==> src/design/bsd_pkg.sv <==
package bsd_pkg;

    localparam int SymbolWidth = 8;
    localparam int ByteWidth = 8;
    localparam int SextetWidth = 6;
    localparam int CountWidth = 16;
    localparam int GroupTotalWidth = 17;
    localparam int CodeWidth = 2;

    localparam logic [SymbolWidth-1:0] PadChar = 8'h3D;
    localparam logic [CountWidth-1:0] CapacityReset = 16'd2047;
    localparam logic [CountWidth-1:0] CountMax = 16'hFFFF;
    localparam logic [GroupTotalWidth-1:0] GroupTotalMax = 17'h1FFFF;
    localparam logic [GroupTotalWidth-1:0] GroupBytes = 17'd3;

    localparam logic [CodeWidth-1:0] StatusOk = 2'd0;
    localparam logic [CodeWidth-1:0] StatusBadLength = 2'd1;
    localparam logic [CodeWidth-1:0] StatusBadChar = 2'd2;
    localparam logic [CodeWidth-1:0] StatusOverCapacity = 2'd3;

    typedef struct packed {
        logic ok;
        logic [SextetWidth-1:0] value;
    } sextet_t;

    function automatic sextet_t sextet_of(input logic [SymbolWidth-1:0] ch);
        sextet_t s;
        s.ok = 1'b1;
        s.value = '0;
        if (ch >= 8'h41 && ch <= 8'h5A)
        begin
            s.value = 6'(ch - 8'h41);
        end
        else if (ch >= 8'h61 && ch <= 8'h7A)
        begin
            s.value = 6'(ch - 8'h61 + 8'd26);
        end
        else if (ch >= 8'h30 && ch <= 8'h39)
        begin
            s.value = 6'(ch - 8'h30 + 8'd52);
        end
        else if (ch == 8'h2B)
        begin
            s.value = 6'd62;
        end
        else if (ch == 8'h2F)
        begin
            s.value = 6'd63;
        end
        else if (ch == PadChar)
        begin
            s.value = '0;
        end
        else
        begin
            s.ok = 1'b0;
        end
        return s;
    endfunction

endpackage

==> src/design/base64_stream_decoder.sv <==
// Base64 stream decoder.
// The input channel (in_valid, in_stall, symbol, final_symbol) takes one
// character per word; final_symbol marks the last character of a string.
// The output channel (out_valid, out_stall and the result fields) gives one
// result word per cycle while not stalled: data bytes, and after the final
// character a status word with the code and the string's decoded byte count.
// The configuration channel (cfg_valid, cfg_ready, cfg_data) writes the
// capacity register; cfg_ready is always high.
// Decoding and the per-string state update happen in the cycle a character is
// accepted, and its first result word is offered in the next cycle.
// A character is accepted in every cycle as long as each one yields at most
// one result word and out_stall stays low. A character that yields more
// words holds in_stall high while the result register drains them one a cycle.
// When the receiver stalls, the result register holds its words and in_stall
// stays high while any word waits, dropping only in the cycle the last of them
// is taken; no word is lost.
// Reset clears all string state and pending results and sets the capacity
// to 2047 bytes.
module base64_stream_decoder (
    input  logic                          clk,
    input  logic                          rst_n,
    input  logic                          in_valid,
    output logic                          in_stall,
    input  logic [bsd_pkg::SymbolWidth-1:0] symbol,
    input  logic                          final_symbol,
    output logic                          out_valid,
    input  logic                          out_stall,
    output logic [bsd_pkg::ByteWidth-1:0] out_byte,
    output logic                          is_status,
    output logic [bsd_pkg::CodeWidth-1:0] status_code,
    output logic [bsd_pkg::CountWidth-1:0] decoded_count,
    output logic                          last_of_run,
    input  logic                          cfg_valid,
    output logic                          cfg_ready,
    input  logic [bsd_pkg::CountWidth-1:0] cfg_data
);
    import bsd_pkg::*;

    logic [CountWidth-1:0] capacity_reg;
    logic [3*SextetWidth-1:0] held_reg, held_next;
    logic third_pad_reg, third_pad_next;
    logic [1:0] pos_reg, pos_next;
    logic bad_reg, bad_next;
    logic over_reg, over_next;
    logic [GroupTotalWidth-1:0] total_reg, total_next;
    logic [CountWidth-1:0] count_reg, count_next;

    logic [3:0] pend_reg, pend_next, pend_load;
    logic [ByteWidth-1:0] byte_reg [3];
    logic [CodeWidth-1:0] code_reg, code_load;
    logic [CountWidth-1:0] status_count_reg;

    logic in_take, out_take, pend_single;
    sextet_t sx;
    logic [4*SextetWidth-1:0] triple;
    logic [1:0] n_bytes;
    logic [GroupTotalWidth-1:0] count_sum;

    assign cfg_ready = 1'b1;
    assign pend_single = ((pend_reg & (pend_reg - 4'd1)) == 4'd0);
    assign out_valid = |pend_reg;
    assign out_take = out_valid && !out_stall;
    assign in_stall = out_valid && !(out_take && pend_single);
    assign in_take = in_valid && !in_stall;
    assign last_of_run = pend_single;

    always_comb
    begin
        out_byte = '0;
        is_status = 1'b0;
        status_code = StatusOk;
        decoded_count = '0;
        priority if (pend_reg[0])
        begin
            out_byte = byte_reg[0];
        end
        else if (pend_reg[1])
        begin
            out_byte = byte_reg[1];
        end
        else if (pend_reg[2])
        begin
            out_byte = byte_reg[2];
        end
        else
        begin
            is_status = pend_reg[3];
            status_code = code_reg;
            decoded_count = status_count_reg;
        end
    end

    always_comb
    begin
        sx = sextet_of(symbol);
        triple = {held_reg, sx.value};
        held_next = held_reg;
        third_pad_next = third_pad_reg;
        pos_next = pos_reg;
        bad_next = bad_reg;
        over_next = over_reg;
        total_next = total_reg;
        count_next = count_reg;
        pend_load = 4'b0000;
        n_bytes = 2'd0;
        count_sum = '0;
        code_load = StatusOk;
        if (pos_reg != 2'd3)
        begin
            if (!sx.ok && pos_reg != 2'd2)
            begin
                bad_next = 1'b1;
            end
            if (pos_reg == 2'd2)
            begin
                third_pad_next = (symbol == PadChar);
            end
            held_next = {held_reg[2*SextetWidth-1:0], sx.value};
            pos_next = 2'(pos_reg + 2'd1);
        end
        else
        begin
            pos_next = 2'd0;
            if (total_reg > GroupTotalMax - GroupBytes)
            begin
                total_next = GroupTotalMax;
            end
            else
            begin
                total_next = total_reg + GroupBytes;
            end
            if (total_next > {1'b0, capacity_reg})
            begin
                over_next = 1'b1;
            end
            if (!bad_reg)
            begin
                pend_load[0] = 1'b1;
                pend_load[1] = !third_pad_reg;
                pend_load[2] = (symbol != PadChar);
                n_bytes = 2'(2'd1 + {1'b0, pend_load[1]} + {1'b0, pend_load[2]});
                count_sum = {1'b0, count_reg} + {15'd0, n_bytes};
                if (count_sum > {1'b0, CountMax})
                begin
                    count_next = CountMax;
                end
                else
                begin
                    count_next = count_sum[CountWidth-1:0];
                end
            end
            held_next = '0;
            third_pad_next = 1'b0;
        end
        if (final_symbol)
        begin
            pend_load[3] = 1'b1;
            priority if (pos_next != 2'd0)
            begin
                code_load = StatusBadLength;
            end
            else if (over_next)
            begin
                code_load = StatusOverCapacity;
            end
            else if (bad_next)
            begin
                code_load = StatusBadChar;
            end
            else
            begin
                code_load = StatusOk;
            end
        end
    end

    always_comb
    begin
        pend_next = pend_reg;
        if (out_take)
        begin
            pend_next = pend_reg & (pend_reg - 4'd1);
        end
        if (in_take)
        begin
            pend_next = pend_load;
        end
    end

    always_ff @(posedge clk or negedge rst_n)
    begin
        if (!rst_n)
        begin
            capacity_reg <= CapacityReset;
            held_reg <= '0;
            third_pad_reg <= 1'b0;
            pos_reg <= 2'd0;
            bad_reg <= 1'b0;
            over_reg <= 1'b0;
            total_reg <= '0;
            count_reg <= '0;
            pend_reg <= 4'b0000;
        end
        else
        begin
            if (cfg_valid && cfg_ready)
            begin
                capacity_reg <= cfg_data;
            end
            pend_reg <= pend_next;
            if (in_take)
            begin
                if (final_symbol)
                begin
                    held_reg <= '0;
                    third_pad_reg <= 1'b0;
                    pos_reg <= 2'd0;
                    bad_reg <= 1'b0;
                    over_reg <= 1'b0;
                    total_reg <= '0;
                    count_reg <= '0;
                end
                else
                begin
                    held_reg <= held_next;
                    third_pad_reg <= third_pad_next;
                    pos_reg <= pos_next;
                    bad_reg <= bad_next;
                    over_reg <= over_next;
                    total_reg <= total_next;
                    count_reg <= count_next;
                end
            end
        end
    end

    always_ff @(posedge clk)
    begin
        if (in_take)
        begin
            byte_reg[0] <= triple[3*ByteWidth-1:2*ByteWidth];
            byte_reg[1] <= triple[2*ByteWidth-1:ByteWidth];
            byte_reg[2] <= triple[ByteWidth-1:0];
            code_reg <= code_load;
            status_count_reg <= count_next;
        end
    end

endmodule

==> config.mk <==
export PLATFORM = sky130hd
export DESIGN_NAME = base64_stream_decoder
export DESIGN_NICKNAME = d
export VERILOG_FILES = /design/src/design/bsd_pkg.sv /design/src/design/base64_stream_decoder.sv
export SDC_FILE = /design/constraint.sdc
export NUM_CORES = 1
export LEC_CHECK = 0
export BUFFER_PORTS_ARGS = -buffer_cell sky130_fd_sc_hd__buf_2
export CAP_MARGIN = 10
export CORE_AREA = 2 2 142 144
export CTS_BUF_LIST = sky130_fd_sc_hd__clkbuf_16
export DETAILED_ROUTE_END_ITERATION = 6
export DIE_AREA = 0 0 144 146
export GPL_TIMING_DRIVEN = 0
export SLEW_MARGIN = 25
export SYNTH_ARGS = -nofsm -noshare
export SYNTH_HDL_FRONTEND = slang
export SYNTH_SLANG_ARGS = --single-unit
export TNS_END_PERCENT = 5
==> constraint.sdc <==
create_clock -name clk -period 3.24 [get_ports clk]
set_input_delay 0.648 -clock clk [delete_from_list [all_inputs] [get_ports clk]]
set_output_delay 0.648 -clock clk [all_outputs]
set_load 0.03 [all_outputs]
======== Word level (Yosys, flattened, before mapping) ========
Memories as Yosys holds them, arrays and structs flattened.
Index checks and enable logic that the tools add are counted.
storage, ports and cells
  logic and storage cells ................. 118
  memories kept ........................... 1
  bits in registers ....................... 94
  bits in writable memories ............... 24
operators by class
  equal/unequal tests ..................... 9
  bitwise gates (word level) .............. 2
  $add $sub $neg .......................... 11
  reductions and logical operators ........ 20
  $lt $le $gt $ge ......................... 9
  muxes and demuxes ....................... 54
memories
  memory    depth  bits a word  read ports  clocked after Yosys merged registers in  wr ports  line                         source
  byte_reg  3      8            3           0                                        3         base64_stream_decoder.sv:49  logic [ByteWidth-1:0] byte_reg [3];
operator list
  cell                                                               number
  2-to-1 mux 16 bit                                                  7
  2-to-1 mux 17 bit                                                  4
  2-to-1 mux 18 bit                                                  2
  2-to-1 mux 6 bit                                                   5
  equality test 8 x 6 -> 1 bit, second input constant                3
  2-to-1 mux 8 bit                                                   3
  2-to-1 mux 1 bit                                                   22
  adder 16 x 2 -> 17 bit                                             1
  adder 17 x 2 -> 17 bit, second input constant                      1
  > comparator 17 x 16 -> 1 bit                                      1
  > comparator 17 x 16 -> 1 bit, second input constant               1
  > comparator 17 bit, second input constant                         1
  greater-or-equal comparator 8 x 7 -> 1 bit, second input constant  2
  <= comparator 8 x 7 -> 1 bit, second input constant                2
  2-to-1 mux 2 bit                                                   7
  subtractor 6 bit, second input constant                            2
  greater-or-equal comparator 8 x 6 -> 1 bit, second input constant  1
  <= comparator 8 x 6 -> 1 bit, second input constant                1
  logical AND 1 bit                                                  8
  2-to-1 mux 4 bit                                                   2
  != test 8 x 6 -> 1 bit, second input constant                      1
  adder 6 x 5 -> 6 bit, second input constant                        1
  adder 6 bit, second input constant                                 1
  2-to-1 mux 3 bit                                                   2
  other kinds (16)                                                   24

======== Depth between registers and ports, before layout ========
  depth in word-level cells ............... 14
  mapped depth ............................ 15

======== Worst setup path before layout ========
No wires, ideal clock.
  kind .................................... in2reg
  start ................................... input symbol[4] (netlist bit)
  end ..................................... register status_count_reg[14], data pin
  path buffers ............................ 2
  data required time ...................... 2,976 ps
  setup time .............................. 264 ps
  arrival time ............................ 3,016 ps
  path slack .............................. -40 ps
  stages on the path ...................... 13
  path through ............................ buf_2 -> inv_1 -> nor3_1 -> and3_1 -> xor2_1 -> ha_1 -> inv_1 -> fa_1 -> nor4b_2 -> buf_2 -> nand4_1 -> nor3_1 -> a21oi_1
on the way
  cells in the longest elaborated chain, start to end .. 7
RTL lines
  element                        line                          source
  from (decl)                    base64_stream_decoder.sv:24   input logic [bsd_pkg::SymbolWidth-1:0] symbol,
  != test 8 x 6 -> 1 bit *       base64_stream_decoder.sv:140  pend_load[2] = (symbol != PadChar);
  adder 2 x 1 -> 2 bit *         base64_stream_decoder.sv:141  n_bytes = 2'(2'd1 + {1'b0, pend_load[1]} + {1'b0, pend_load[2]});
  adder 16 x 2 -> 17 bit *       base64_stream_decoder.sv:142  count_sum = {1'b0, count_reg} + {15'd0, n_bytes};
  > comparator 17 x 16 -> 1 bit  base64_stream_decoder.sv:143  if (count_sum > {1'b0, CountMax})
  2-to-1 mux 16 bit *            base64_stream_decoder.sv:143
  2-to-1 mux 16 bit *            base64_stream_decoder.sv:136  if (!bad_reg)
  2-to-1 mux 16 bit *            base64_stream_decoder.sv:108  if (pos_reg != 2'd3)
  via count_next[14]             base64_stream_decoder.sv:46   logic [CountWidth-1:0] count_reg, count_next;
  to (signal assigned)           base64_stream_decoder.sv:245  status_count_reg <= count_next;
  to (decl)                      base64_stream_decoder.sv:51   logic [CountWidth-1:0] status_count_reg;
The timed path passes the listed nets; every way through them passes the cells marked *.
A chain may end at the register's enable or synchronous reset.

======== Worst setup path after layout ========
  start ................................... register total_reg[0]
  end ..................................... register code_reg[1], data pin
on the way
  cells in the longest elaborated chain, start to end .. 7
RTL lines
  element                                                        line                                                        source
  from (decl)                                                    base64_stream_decoder.sv:45                                 logic [GroupTotalWidth-1:0] total_reg, total_next;
  from (signal assigned)                                         base64_stream_decoder.sv:230                                total_reg <= total_next;
  adder 17 x 2 -> 17 bit or > comparator 17 bit (tied branches)  base64_stream_decoder.sv:130, base64_stream_decoder.sv:124
  2-to-1 mux 17 bit *                                            base64_stream_decoder.sv:124                                if (total_reg > GroupTotalMax - GroupBytes)
  2-to-1 mux 17 bit *                                            base64_stream_decoder.sv:108
  > comparator 17 x 16 -> 1 bit *                                base64_stream_decoder.sv:132                                if (total_next > {1'b0, capacity_reg})
  2-to-1 mux 1 bit *                                             base64_stream_decoder.sv:132
  2-to-1 mux 1 bit *                                             base64_stream_decoder.sv:108
  2-to-1 mux 2 bit *                                             base64_stream_decoder.sv:162                                else if (over_next)
  to (signal assigned)                                           base64_stream_decoder.sv:244                                code_reg <= code_load;
  to (decl)                                                      base64_stream_decoder.sv:50                                 logic [CodeWidth-1:0] code_reg, code_load;
Mark *: on every way between the ends. The rest lies on a longest branch, timed or not. The select of a mux whose other input is x is not followed.

==> results.json <==
{
  "grt_setup_unrepaired": "true",
  "clk_path_buf_depth": 2,
  "die_area_um2": 21000,
  "fin_area_um2": 8300,
  "area_delta_synth_final_pct": 23.2,
  "nNetsFinal": 835,
  "syn_nets": 746,
  "relSlewSlack_pct": 54.3,
  "crit_family": "simple AND/OR/NAND/NOR gates",
  "hold_violations": 0,
  "grt_max_degree": 52,
  "via_per_inst": 5.21,
  "cts_inserted_buffers": 17,
  "period_needed_ps": 3160,
  "coreArea_um2": 19300,
  "wl_per_cell_um": 15.9,
  "crit_slowest_cell": "dfrtp_1",
  "die_w_um": 144,
  "leakage_nw": 3.77,
  "synth_edf_count": 42,
  "io_pins": 61,
  "syn_inst": 683,
  "grt_first_pass_wirelength_um": 26700,
  "dr.pass1.iters": 6,
  "dominantRegCellSynth": "dfrtp_1",
  "yosysWarnings": 0,
  "start_kind": "register",
  "clk_latency_ps": 420,
  "clkSlewWorstSetupHoldPaths_ps": 60,
  "fin_crit_sh_pct": 97.5,
  "fin_setup_tns_ps": 0,
  "antenna_left": 0,
  "fp.dieH_um": 146,
  "slowest_delay_ps": 380,
  "cts_tree": "yes",
  "grt_use_total_pct": 16.1,
  "cts.sink_count": 118,
  "p_per_area_nw_per_um2": 612,
  "io_buffers": 58,
  "design_power_total_w": 0.00507,
  "routabilityCongestion": 0.836,
  "post-place-ws_ps": -600,
  "synthTopCellsByArea": "dfrtp_1 (24%), edfxtp_1 (19%), ha_1 (5.9%)",
  "start_util_pct": 34.8,
  "htree_levels": 4,
  "cts_root_buffer": "clkbuf_16",
  "fillCellCount": 1851,
  "synthesis.area_um2": 6740,
  "drc": 0,
  "antenna_found_initial": 0,
  "required_ps": 3400,
  "synth_largest_area_cell": "dfrtp_1",
  "cts_hold_buf": 0,
  "synth_top_area_share_pct": 24.2,
  "clock_skew_ps": 9.23,
  "hp-class": "primary input to asynchronous set/reset pin",
  "maxCapViolCount": 0,
  "postSynthAreaPerCell_um2": 9.86,
  "vias": 5467,
  "synth_seq_area_share_pct": 47.2,
  "finalSetupViolCount": 0,
  "overflow": 0,
  "drt_iter0_markers": 376,
  "crit_type": "register to register",
  "post_dp_cell_area_um2": 7390,
  "rr_worst_depth": 16,
  "grt_pass1_vias": 5090,
  "fin_ws_ps": 80.8,
  "place_hpwl_um": 11600,
  "largest_register_ffs": 24,
  "antenna_cells": 0,
  "max_freq_mhz": 317,
  "ir_worst_vdd_mv": 0.362,
  "fp-row-count": 51,
  "tightest_slew_ps": 686,
  "timing.rr.end": "code_reg[1]$_SDFFCE_PP0P_",
  "slew_violations": 0,
  "synthArstFlopShare_pct": 64.4,
  "outcome": "finished, final reports clean",
  "path_max_fanout": 7,
  "crit_chain": "inv_2 -> ha_1 -> nand2_1 -> nor3b_2 -> nand4_1 -> buf_8 -> buf_4 -> nand2_1 -> ha_1 -> and4_4 -> nor3b_2 -> nor3_2 -> o311ai_2 -> a21oi_2 -> buf_4 -> o21ai_1",
  "worst-endpoint-arrival_ps": 3320,
  "r2r_start": "total_reg[0]$_DFFE_PN0P_",
  "crit_buf_inv": 4,
  "ys_types": 77,
  "critPathCaptureType": "register",
  "regToRegSetupSlack_ps": 80,
  "drive_gt1_share_pct": 25.7,
  "wl_um": 16700,
  "ys_ff_latch": 118
}
-- final cells by class --
cell class | count | area, um^2 | share of cell area, %
Tap cell | 265 | 332 | 4.00
Clock inverter | 15 | 156 | 1.88
Sequential cell | 118 | 3180 | 38.3
Clock buffer | 17 | 425 | 5.13
Buffer | 41 | 229 | 2.76
Inverter | 40 | 150 | 1.81
Timing Repair Buffer | 71 | 410 | 4.95
Multi-Input combinational cell | 483 | 3420 | 41.2
-- cells by family after synthesis --
| family | count (synthesis) | share of synthesized area, % |
|---|---|---|
| buffers and inverters | 82 | 5.18 |
| xor gates and xnor gates | 23 | 2.99 |
| DFF | 118 | 47.2 |
| adders and majority gates | 35 | 6.56 |
| muxes | 4 | 0.632 |
| other | 1 | 0.0557 |
| and+or+nand+nor | 231 | 17.9 |
| AOI/OAI and AO/OA | 189 | 19.5 |
-- worst max-delay path by stage --
stage                                                end  slack, ps  cells past startpoint                      from
final                          code_reg[1]$_SDFFCE_PP0P_         80                     16  total_reg[0]$_DFFE_PN0P_
after global routing           code_reg[1]$_SDFFCE_PP0P_        -50                     16  total_reg[0]$_DFFE_PN0P_
after CTS                      code_reg[1]$_SDFFCE_PP0P_        0.3                     15  total_reg[8]$_DFFE_PN0P_
after detailed placement       code_reg[0]$_SDFFCE_PN0P_       -600                     15  total_reg[0]$_DFFE_PN0P_
after global placement          count_reg[0]$_DFFE_PN0P_       -590                     13                 symbol[4]
after floorplan           status_count_reg[14]$_DFFE_PP_          4                     13                 symbol[4]
-- metrics by stage --
step / utilization (%) / hold WS, ps / cells
floorplan: - / 352 / 683
global placement: 38.1 / 433 / 1006
detailed placement: 38.2 / 436 / 1007
CTS: 41.8 / 192 / 1039
global route: 42.9 / 214 / 1050
finish: 42.9 / 187 / 1050
-- timing repair --
item / CTS / global route
cloned: 0 / 0
buffers inserted: 1 / 11
gates resized for setup: 27 / 38
pin swaps: 3 / 13
endpoints found under the setup margin: 26 / 27
-- placed cells by master, fill, tap and decap left out, types with 4 or more instances in the layout --
| master | netlist | final |
|---|---|---|
| nand4_1 | 7 | 7 |
| o21ai_1 | 2 | 4 |
| ha_1 | 32 | 29 |
| and3_1 | 11 | 8 |
| inv_1 | 39 | 37 |
| edfxtp_1 | 42 | 42 |
| o21a_1 | 6 | 6 |
| nand3_1 | 22 | 19 |
| nor2_1 | 29 | 26 |
| nor3_2 | 2 | 7 |
| nand2b_1 | 9 | 8 |
| a22oi_1 | 10 | 9 |
| xor2_1 | 10 | 10 |
| clkbuf_1 | 21 | 17 |
| o31ai_1 | 6 | 5 |
| a22o_1 | 18 | 18 |
| a31oi_1 | 11 | 11 |
| inv_6 | 0 | 8 |
| a211oi_1 | 5 | 4 |
| nor3_1 | 16 | 9 |
| a21oi_1 | 38 | 37 |
| nand2_1 | 84 | 82 |
| nor2b_1 | 6 | 6 |
| clkbuf_16 | 0 | 17 |
| o22a_1 | 7 | 7 |
| dfrtp_1 | 65 | 63 |
| buf_4 | 2 | 15 |
| dfstp_2 | 11 | 11 |
| and2_1 | 26 | 26 |
| buf_2 | 15 | 71 |
| a311oi_2 | 5 | 5 |
| o21ai_0 | 45 | 42 |
| xnor2_1 | 13 | 13 |
| buf_6 | 2 | 4 |
-- cell usage after synthesis, types with 6 or more instances --
master and number:
xor2_1 10, edfxtp_1 42, inv_1 39, nor3_1 16, a22o_1 18, buf_2 15
nor2_1 29, o22a_1 7, o31ai_1 6, nor2b_1 6, xnor2_1 13, a22oi_1 10
ha_1 32, nand2b_1 9, and2_1 26, dfstp_2 11, and3_1 11, nand2_1 84
a31oi_1 11, o21a_1 6, clkbuf_1 21, nand4_1 7, nand3_1 22, dfrtp_1 65
o21ai_0 45, a21oi_1 38
-- routing by layer --
metal / GRT usage (%) / up-vias / wire length (um)
li1: - / 2661 / -
met1: 22.7 / 2659 / 7860
met2: 24.8 / 123 / 8030
met3: 2.86 / 24 / 544
met4: 5.69 / 0 / 267
met5: 0 / - / 0
-- power by group --
group	internal [W]	total, W	switching (W)
combinational	0.000457	0.00134	0.000879
sequential	0.00177	0.00188	0.000110
clock	0.00109	0.00186	0.000770
-- worst reg2reg max path: stages (launching register included) --
cell and delay [ps]:
dfrtp_1 380, inv_2 70, ha_1 200, nand2_1 80
nor3b_2 170, nand4_1 230, buf_8 210, buf_4 130
nand2_1 50, ha_1 230, and4_4 200, nor3b_2 160
nor3_2 210, o311ai_2 130, a21oi_2 230, buf_4 160
o21ai_1 60
Power figures use the tool's default switching activity.
